`config.mk`:
```
export PLATFORM = sky130hd
export DESIGN_NAME = shared_array_double_stack
export DESIGN_NICKNAME = d
export VERILOG_FILES = /design/src/sv/sasd_pkg.sv /design/src/sv/sasd_ctrl.sv /design/src/sv/sasd_dp.sv /design/src/sv/shared_array_double_stack.sv
export SDC_FILE = /design/constraint.sdc
export NUM_CORES = 2
export LEC_CHECK = 0
export BUFFER_PORTS_ARGS = -buffer_cell sky130_fd_sc_hd__buf_4
export CORE_MARGIN = 1
export CORE_UTILIZATION = 37
export DETAILED_ROUTE_END_ITERATION = 10
export GPL_TIMING_DRIVEN = 0
export PLACE_DENSITY = 0.53
export SLEW_MARGIN = 15
export SYNTH_ARGS = -nofsm -noshare
export SYNTH_HDL_FRONTEND = slang
export SYNTH_HIERARCHICAL = 1
export SYNTH_SLANG_ARGS = --single-unit
```
`constraint.sdc`:
```
create_clock -name clock -period 8.1 [get_ports clock]
set_input_delay 1.62 -clock clock [delete_from_list [all_inputs] [get_ports clock]]
set_output_delay 1.62 -clock clock [all_outputs]
set_load 0.02 [all_outputs]
```
`src/sv/sasd_pkg.sv`:
```
// ----------------------------------------------------------------------------
// sasd_pkg
// Shared types, codes and field widths for the shared-array double stack.
// ----------------------------------------------------------------------------
package sasd_pkg;

   // Default number of words in the shared array
   localparam int DefaultDepth = 64;

   // Field widths
   localparam int KindW   = 2;
   localparam int PosW    = 6;
   localparam int WordW   = 32;
   localparam int StatusW = 2;
   localparam int FillW   = 7;

   // Channel widths (req: position, word_in; rsp: word_out, status, fills)
   localparam int ReqDataW = 40;
   localparam int ReqUserW = 3;
   localparam int RspDataW = 48;

   // Operation codes
   localparam logic [KindW-1:0] KindPush   = 2'd0;
   localparam logic [KindW-1:0] KindPop    = 2'd1;
   localparam logic [KindW-1:0] KindPeek   = 2'd2;
   localparam logic [KindW-1:0] KindModify = 2'd3;

   // Result status codes
   localparam logic [StatusW-1:0] StatOk     = 2'd0;
   localparam logic [StatusW-1:0] StatFull   = 2'd1;
   localparam logic [StatusW-1:0] StatEmpty  = 2'd2;
   localparam logic [StatusW-1:0] StatBadIdx = 2'd3;

   // Commands from controller to datapath
   typedef struct packed {
      logic accept;   // capture the request and read the array
      logic commit;   // apply the operation and load the result register
   } sasd_cmd_type;

   // Status from datapath to controller
   typedef struct packed {
      logic out_busy; // result register holds a transfer not taken this cycle
   } sasd_stat_type;

endpackage

```
`src/sv/sasd_ctrl.sv`:
```
// ----------------------------------------------------------------------------
// sasd_ctrl
// Two-state controller: takes one request, then commits it once the result
// register can take the answer.
// ----------------------------------------------------------------------------
module sasd_ctrl (
   input  logic                    clock,
   input  logic                    reset,
   input  logic                    req_tvalid,
   output logic                    req_tready,
   input  sasd_pkg::sasd_stat_type stat,
   output sasd_pkg::sasd_cmd_type  cmd
);
   import sasd_pkg::*;

   localparam logic StIdle = 1'b0;
   localparam logic StExec = 1'b1;

   logic state_ff;
   logic state_in;

   // Ready only while no request is in flight
   assign req_tready = (state_ff == StIdle);
   assign cmd.accept = req_tvalid && (state_ff == StIdle);
   assign cmd.commit = (state_ff == StExec) && !stat.out_busy;

   // Advance state
   always_comb begin
      state_in = state_ff;
      unique case (state_ff)
         StIdle: begin
            if (cmd.accept) state_in = StExec;
         end
         StExec: begin
            if (cmd.commit) state_in = StIdle;
         end
         default: state_in = StIdle;
      endcase
   end

   always_ff @(posedge clock) begin
      if (reset) begin
         state_ff <= StIdle;
      end else begin
         state_ff <= state_in;
      end
   end

endmodule

```
`src/sv/sasd_dp.sv`:
```
// ----------------------------------------------------------------------------
// sasd_dp
// Datapath: shared array, both fill counts, request capture, status logic
// and the result register.
// ----------------------------------------------------------------------------
module sasd_dp #(
   parameter int DEPTH = sasd_pkg::DefaultDepth
) (
   input  logic                           clock,
   input  logic                           reset,
   input  sasd_pkg::sasd_cmd_type         cmd,
   output sasd_pkg::sasd_stat_type        stat,
   input  logic [sasd_pkg::ReqDataW-1:0]  req_tdata,
   input  logic [sasd_pkg::ReqUserW-1:0]  req_tuser,
   output logic                           rsp_tvalid,
   input  logic                           rsp_tready,
   output logic [sasd_pkg::RspDataW-1:0]  rsp_tdata
);
   import sasd_pkg::*;

   localparam int AW   = $clog2(DEPTH);
   localparam int CW   = $clog2(DEPTH + 1);
   localparam int CmpW = (CW > PosW) ? CW : PosW;
   localparam int SumW = CmpW + 1;
   localparam logic [SumW-1:0] DepthS = SumW'(DEPTH);
   localparam logic [SumW-1:0] OneS   = SumW'(1);
   localparam logic [CW-1:0]   OneC   = CW'(1);

   logic [WordW-1:0]    mem_ram [DEPTH];
   logic [WordW-1:0]    rdata_ff;
   logic [AW-1:0]       rd_addr;

   logic [KindW-1:0]    kind_ff;
   logic                hi_ff;
   logic [PosW-1:0]     pos_ff;
   logic [WordW-1:0]    word_ff;

   logic [CW-1:0]       count_low_ff,  count_low_in;
   logic [CW-1:0]       count_high_ff, count_high_in;

   logic                rsp_valid_ff;
   logic [RspDataW-1:0] rsp_data_ff;

   logic [SumW-1:0]     total;
   logic [CW-1:0]       cnt;
   logic [WordW-1:0]    data;
   logic [StatusW-1:0]  status;
   logic                wr_en;
   logic [AW-1:0]       wr_addr;

   // Read address of the target stack's top, from the incoming request
   always_comb begin
      if (req_tuser[KindW]) begin
         rd_addr = AW'(DepthS - SumW'(count_high_ff));
      end else begin
         rd_addr = AW'(SumW'(count_low_ff) - OneS);
      end
   end

   // Capture the request
   always_ff @(posedge clock) begin
      if (cmd.accept) begin
         kind_ff <= req_tuser[KindW-1:0];
         hi_ff   <= req_tuser[KindW];
         pos_ff  <= req_tdata[PosW-1:0];
         word_ff <= req_tdata[PosW +: WordW];
      end
   end

   // Decide status, write and count update for the held request
   always_comb begin
      total         = SumW'(count_low_ff) + SumW'(count_high_ff);
      cnt           = hi_ff ? count_high_ff : count_low_ff;
      data          = '0;
      status        = StatOk;
      wr_en         = 1'b0;
      wr_addr       = '0;
      count_low_in  = count_low_ff;
      count_high_in = count_high_ff;
      unique case (kind_ff)
         KindPush: begin
            if (total >= DepthS) begin
               status = StatFull;
            end else if (hi_ff) begin
               wr_en         = 1'b1;
               wr_addr       = AW'(DepthS - OneS - SumW'(count_high_ff));
               count_high_in = count_high_ff + OneC;
            end else begin
               wr_en        = 1'b1;
               wr_addr      = AW'(count_low_ff);
               count_low_in = count_low_ff + OneC;
            end
         end
         KindPop, KindPeek: begin
            if (cnt == '0) begin
               status = StatEmpty;
            end else begin
               data = rdata_ff;
               if (kind_ff == KindPop) begin
                  if (hi_ff) count_high_in = count_high_ff - OneC;
                  else       count_low_in  = count_low_ff - OneC;
               end
            end
         end
         KindModify: begin
            if (CmpW'(pos_ff) >= CmpW'(cnt)) begin
               status = StatBadIdx;
            end else begin
               wr_en = 1'b1;
               if (hi_ff) begin
                  wr_addr = AW'(DepthS - SumW'(count_high_ff) + SumW'(pos_ff));
               end else begin
                  wr_addr = AW'(pos_ff);
               end
            end
         end
         default: status = StatOk;
      endcase
   end

   // Shared array: one write port, one registered read port
   always_ff @(posedge clock) begin
      if (cmd.commit && wr_en) begin
         mem_ram[wr_addr] <= word_ff;
      end
      if (cmd.accept) begin
         rdata_ff <= mem_ram[rd_addr];
      end
   end

   // Update fill counts
   always_ff @(posedge clock) begin
      if (reset) begin
         count_low_ff  <= '0;
         count_high_ff <= '0;
      end else if (cmd.commit) begin
         count_low_ff  <= count_low_in;
         count_high_ff <= count_high_in;
      end
   end

   // Result register: load on commit, drop after the transfer
   always_ff @(posedge clock) begin
      if (reset) begin
         rsp_valid_ff <= 1'b0;
      end else if (cmd.commit) begin
         rsp_valid_ff <= 1'b1;
      end else if (rsp_tready) begin
         rsp_valid_ff <= 1'b0;
      end
   end

   always_ff @(posedge clock) begin
      if (cmd.commit) begin
         rsp_data_ff <= {FillW'(count_high_in), FillW'(count_low_in), status, data};
      end
   end

   assign stat.out_busy = rsp_valid_ff && !rsp_tready;
   assign rsp_tvalid    = rsp_valid_ff;
   assign rsp_tdata     = rsp_data_ff;

`ifndef ASSERT_OFF
   // The two stacks never hold more than the array
   a_fill_bound: assert property (@(posedge clock) disable iff (reset)
      (SumW'(count_low_ff) + SumW'(count_high_ff)) <= DepthS)
      else $error("stack fills exceed array depth");

   // A commit never overwrites a result that is still waiting
   a_no_overwrite: assert property (@(posedge clock) disable iff (reset)
      cmd.commit |-> !(rsp_valid_ff && !rsp_tready))
      else $error("result register overwritten");

   // Accept and commit never fall in the same cycle
   a_one_in_flight: assert property (@(posedge clock) disable iff (reset)
      !(cmd.accept && cmd.commit))
      else $error("accept and commit together");

   // Counts move only on a commit
   a_counts_hold: assert property (@(posedge clock) disable iff (reset)
      !cmd.commit |=> ($stable(count_low_ff) && $stable(count_high_ff)))
      else $error("fill count changed without commit");

   // A successful low pop lowers the low fill by one
   a_low_pop: assert property (@(posedge clock) disable iff (reset)
      (cmd.commit && kind_ff == KindPop && !hi_ff && status == StatOk)
      |=> (count_low_ff == $past(count_low_ff) - OneC))
      else $error("low pop did not lower fill");
`endif

endmodule

```
`src/sv/shared_array_double_stack.sv`:
```
// Timing: the result register loads on the commit that follows the request
// transfer; the commit waits while an earlier result is still untaken.
// Flow: no new request is taken until the last one commits, since ready is
// low while a request is in flight; a stalled result port holds it in flight.
// Reset: synchronous, clears both fill counts and the result valid; the
// array contents are not cleared and are only read after being written.
// ----------------------------------------------------------------------------
// shared_array_double_stack
// Two stacks in one array: the low stack grows up from entry 0, the high
// stack grows down from the last entry. Push, pop, peek and modify.
// ----------------------------------------------------------------------------
module shared_array_double_stack #(
   parameter int DEPTH = sasd_pkg::DefaultDepth
) (
   input  logic                          clock,
   input  logic                          reset,
   input  logic                          req_tvalid,
   output logic                          req_tready,
   // [5:0] position, [37:6] word_in, [39:38] zero
   input  logic [sasd_pkg::ReqDataW-1:0] req_tdata,
   // [1:0] kind, [2] which_stack
   input  logic [sasd_pkg::ReqUserW-1:0] req_tuser,
   output logic                          rsp_tvalid,
   input  logic                          rsp_tready,
   // [31:0] word_out, [33:32] status, [40:34] fill_low, [47:41] fill_high
   output logic [sasd_pkg::RspDataW-1:0] rsp_tdata
);
   import sasd_pkg::*;

   sasd_cmd_type  cmd;
   sasd_stat_type stat;

   sasd_ctrl u_ctrl (
      .clock      (clock),
      .reset      (reset),
      .req_tvalid (req_tvalid),
      .req_tready (req_tready),
      .stat       (stat),
      .cmd        (cmd)
   );

   sasd_dp #(
      .DEPTH (DEPTH)
   ) u_dp (
      .clock      (clock),
      .reset      (reset),
      .cmd        (cmd),
      .stat       (stat),
      .req_tdata  (req_tdata),
      .req_tuser  (req_tuser),
      .rsp_tvalid (rsp_tvalid),
      .rsp_tready (rsp_tready),
      .rsp_tdata  (rsp_tdata)
   );

endmodule

```
==> reports/qor.txt <==
Status - completed
Clk buf depth - 3
Data required, critical path - 8.65 ns
H-tree depth - 4
Die Area - 231,000 µm²
CP endpoint kind - flop
Setup CP Type - reg2reg
Clk_skew - 0.0449 ns
Share of cells above drive strength 1 - 30.9%
CP cell instances - clkbuf_1, clkbuf_1, clkbuf_1, clkbuf_1, mux2i_1, ha_1, o21ai_0, a221oi_1, o21ai_1, a32oi_1, nand4_1, nor4_2, buf_4, buf_4, buf_2, buf_2
Fin crit share - 92.1%
PD cells - 239 nW/µm²
Synth top area share - 76.9%
Port Buffers - 94
P_int - 0.0186 W
Net switching share of the total power - 23.0%
Syn Nets - 4,017
Worst vdd ir - 0.000189 V
DR vias - 44,200
CP Launch Type - flop
Grt ovf - 0
First-pass GRT wire length - 340 mm
EDFF count, synth - 2,169
Clock Pin Slew Worst Setup and Hold Paths - 0.06 ns
Slew @ Worst Pin - 1.33 ns
Period minus WS final - 7.46 ns
Core ar. - 227,000 µm²
Post-layout util - 44.5%
Critical path arrival - 8.01 ns
Relative slew margins - 11.6%
Area Growth Syn to Fin - 19.5%
Crit-path max FO - 10
WHS - 0.519 ns
Nets - 4,799
Sum Neg Setup Slack - 0 ns
DP Cell Count - 7,512
CTS resizes - 0
# DRC - 0
GP Congestion - 0.902
Final WL - 243 mm
Vias per cell - 5.57
Dominant cell type by area after synthesis - edfxtp_1
Post-CTS Setup Bufs - 0
DIE HEIGHT - 481 µm
Final hold violation count - 0
All-layer global routing usage - 21.0%
Seq pwr share - 52.0%
Pre-CTS WS - 0.921 ns
Later-pin clock latency in the skew report - 0.87 ns
Row cnt - 175
CTS sink count - 2,185
Vias in the first global route - 44,200
Distinct cells, synth - 79
Final setup margin - 0.639 ns
Antenna violations before repair - 35
Max incr delay on CP - 0.95 ns
Wire length per cell - 30.7 µm
Main flop type after synthesis - edfxtp_1
Largest net degree at the start of global routing - 38
Synth area leaders - edfxtp_1, mux4_2, mux2i_1
Initial cell density of the core - 37.2%
Cell family with most CP delay - buffers and inverters
RSZ-0062 raised after global routing - false
YS warnings - 6
First-pass DRT Iterations - 5
Inserted Clock Buffers - 219
FMAX - 134 MHz
CP bufs+invs - 8
Antenna-violating nets left - 0
Synthesized area per cell - 21.5 µm²
Max-slew violation count - 0
Cells after synthesis - 3,942
Io pins - 97
Detail Placement HPWL - 178 mm
CTS tree - done
Finished Layout Cells - 7,937
Slowest stage cell, crit path - nor4_2
Most used cell, CP - clkbuf_1
Combinational Power Share - 7.6%
Leakage power - 32.8 nW
Die X - 481 µm
Seq/Total Area, Yosys - 77.2%
Clock Tree Root - clkbuf_16
Clock power share - 40.4%
Initial DRC Count - 5,268
P_sw - 0.00556 W
Hold_buf cts - 0
#FFs+latches synth - 2,185
Synthesized area - 84,700 µm²
Post-synth ARST share - 0%
HP Class - reg2reg
Endpoints failing setup - 0
Max Cap Violations - 0
==> state kept, by name, summed over array words and instances, names as in the netlist, 2 cells and up <==
register            count
u_dp/pos_ff             6
u_dp/kind_ff            2
u_dp/rsp_tdata         48
u_dp/count_low_ff       7
u_dp/count_high_ff      7
u_dp/word_ff           32
u_dp/mem_ram         2048
u_dp/rdata_ff          32
==> layout make-up <==
cell class,count,area [µm²]
plain buffers,232,997
inverters,23,86.3
multi-input cells,1502,18800
clock inverters,119,1020
repair buffers,561,5340
fillers,19400,126000
flip-flops and latches,2185,65500
diodes,19,47.5
well taps,3009,3760
clock buffers,287,5810
==> synth_stat cells, types with 13 or more instances <==
cell type	n
a211oi_1	13
a21oi_1	27
a32oi_1	131
and2_1	33
and4_1	32
buf_1	22
buf_2	62
clkbuf_1	143
dfxtp_1	16
edfxtp_1	2169
ha_1	26
inv_1	21
mux2i_1	136
mux4_2	512
nand2_1	290
nor2_1	35
nor3_1	20
nor4_1	60
o21ai_0	29
==> routing by layer <==
metal	up-vias	track usage [%]	part of all wire [%]
li1	18300	-	-
met1	23900	29.4	42
met2	1725	32.8	47
met3	371	3.53	7.2
met4	4	8.18	3.8
met5	-	0	0.011
==> power groups by stage <==
stage	sequential [W]	clock, W	combinational [W]
5_1_grt	0.0126	0.0103	0.00192
4_1_cts	0.0126	0.00994	0.00185
2_1_floorplan	0.0129	0	0.000850
3_3_place_gp	0.0130	0	0.00150
3_5_place_dp	0.0128	0	0.00184
6_report	0.0126	0.00977	0.00184
==> per-stage QoR <==
step,power [W],area [µm²]
detailed placement,0.0147,94400
global placement,0.0145,89300
floorplan,0.0137,84800
CTS,0.0244,101000
finish,0.0242,101000
global route,0.0248,101000
==> worst paths after layout <==
kind | from | endpoint | slack [ns] | depth (start not counted)
max reg2reg | u_dp/hi_ff | u_dp/mem_ram[49][17] | 0.64 | 16
min | u_dp/rdata_ff[17] | u_dp/rsp_tdata[17] | 0.52 | 1
min reg2reg | u_dp/rdata_ff[17] | u_dp/rsp_tdata[17] | 0.52 | 1
max | u_dp/hi_ff | u_dp/mem_ram[49][17] | 0.64 | 16
==> cells by family after synthesis <==
group | count (synthesis) | synth area share [%]
DFF | 2185 | 77.2
muxes | 653 | 15.3
buffers and inverters | 255 | 1.27
adders and majority gates | 28 | 0.431
and+or+nand+nor | 535 | 3.10
AOI/OAI and AO/OA | 277 | 2.58
xor gates and xnor gates | 9 | 0.0930
==> layout by cell type, fill, tap and decap left out, drive strengths merged, types with 10 or more instances in the layout <==
cell	netlist	routed
inv	22	28
or3	10	10
edfxtp	2169	2169
clkinv	1	96
ha	26	26
nor3	20	20
a211oi	13	13
nand2	290	290
mux2i	136	136
mux4	512	512
a32oi	131	131
nor4	61	61
and4	32	32
dfxtp	16	16
and2	33	33
bufinv	0	14
nor2	35	35
o21ai	30	30
buf	89	650
clkbuf	143	430
nand3	12	12
a21oi	27	27
diode	0	19
==> worst reg2reg max path, stage by stage (launching register included) <==
cell      delay, ns
edfxtp_1       0.37
clkbuf_1       0.42
clkbuf_1       0.46
clkbuf_1       0.50
clkbuf_1       0.53
mux2i_1        0.17
ha_1           0.32
o21ai_0        0.09
a221oi_1       0.42
o21ai_1        0.34
a32oi_1        0.78
nand4_1        0.83
nor4_2         0.95
buf_4          0.30
buf_4          0.19
buf_2          0.23
buf_2          0.24
No activity file was read; power rests on OpenSTA's default activity.
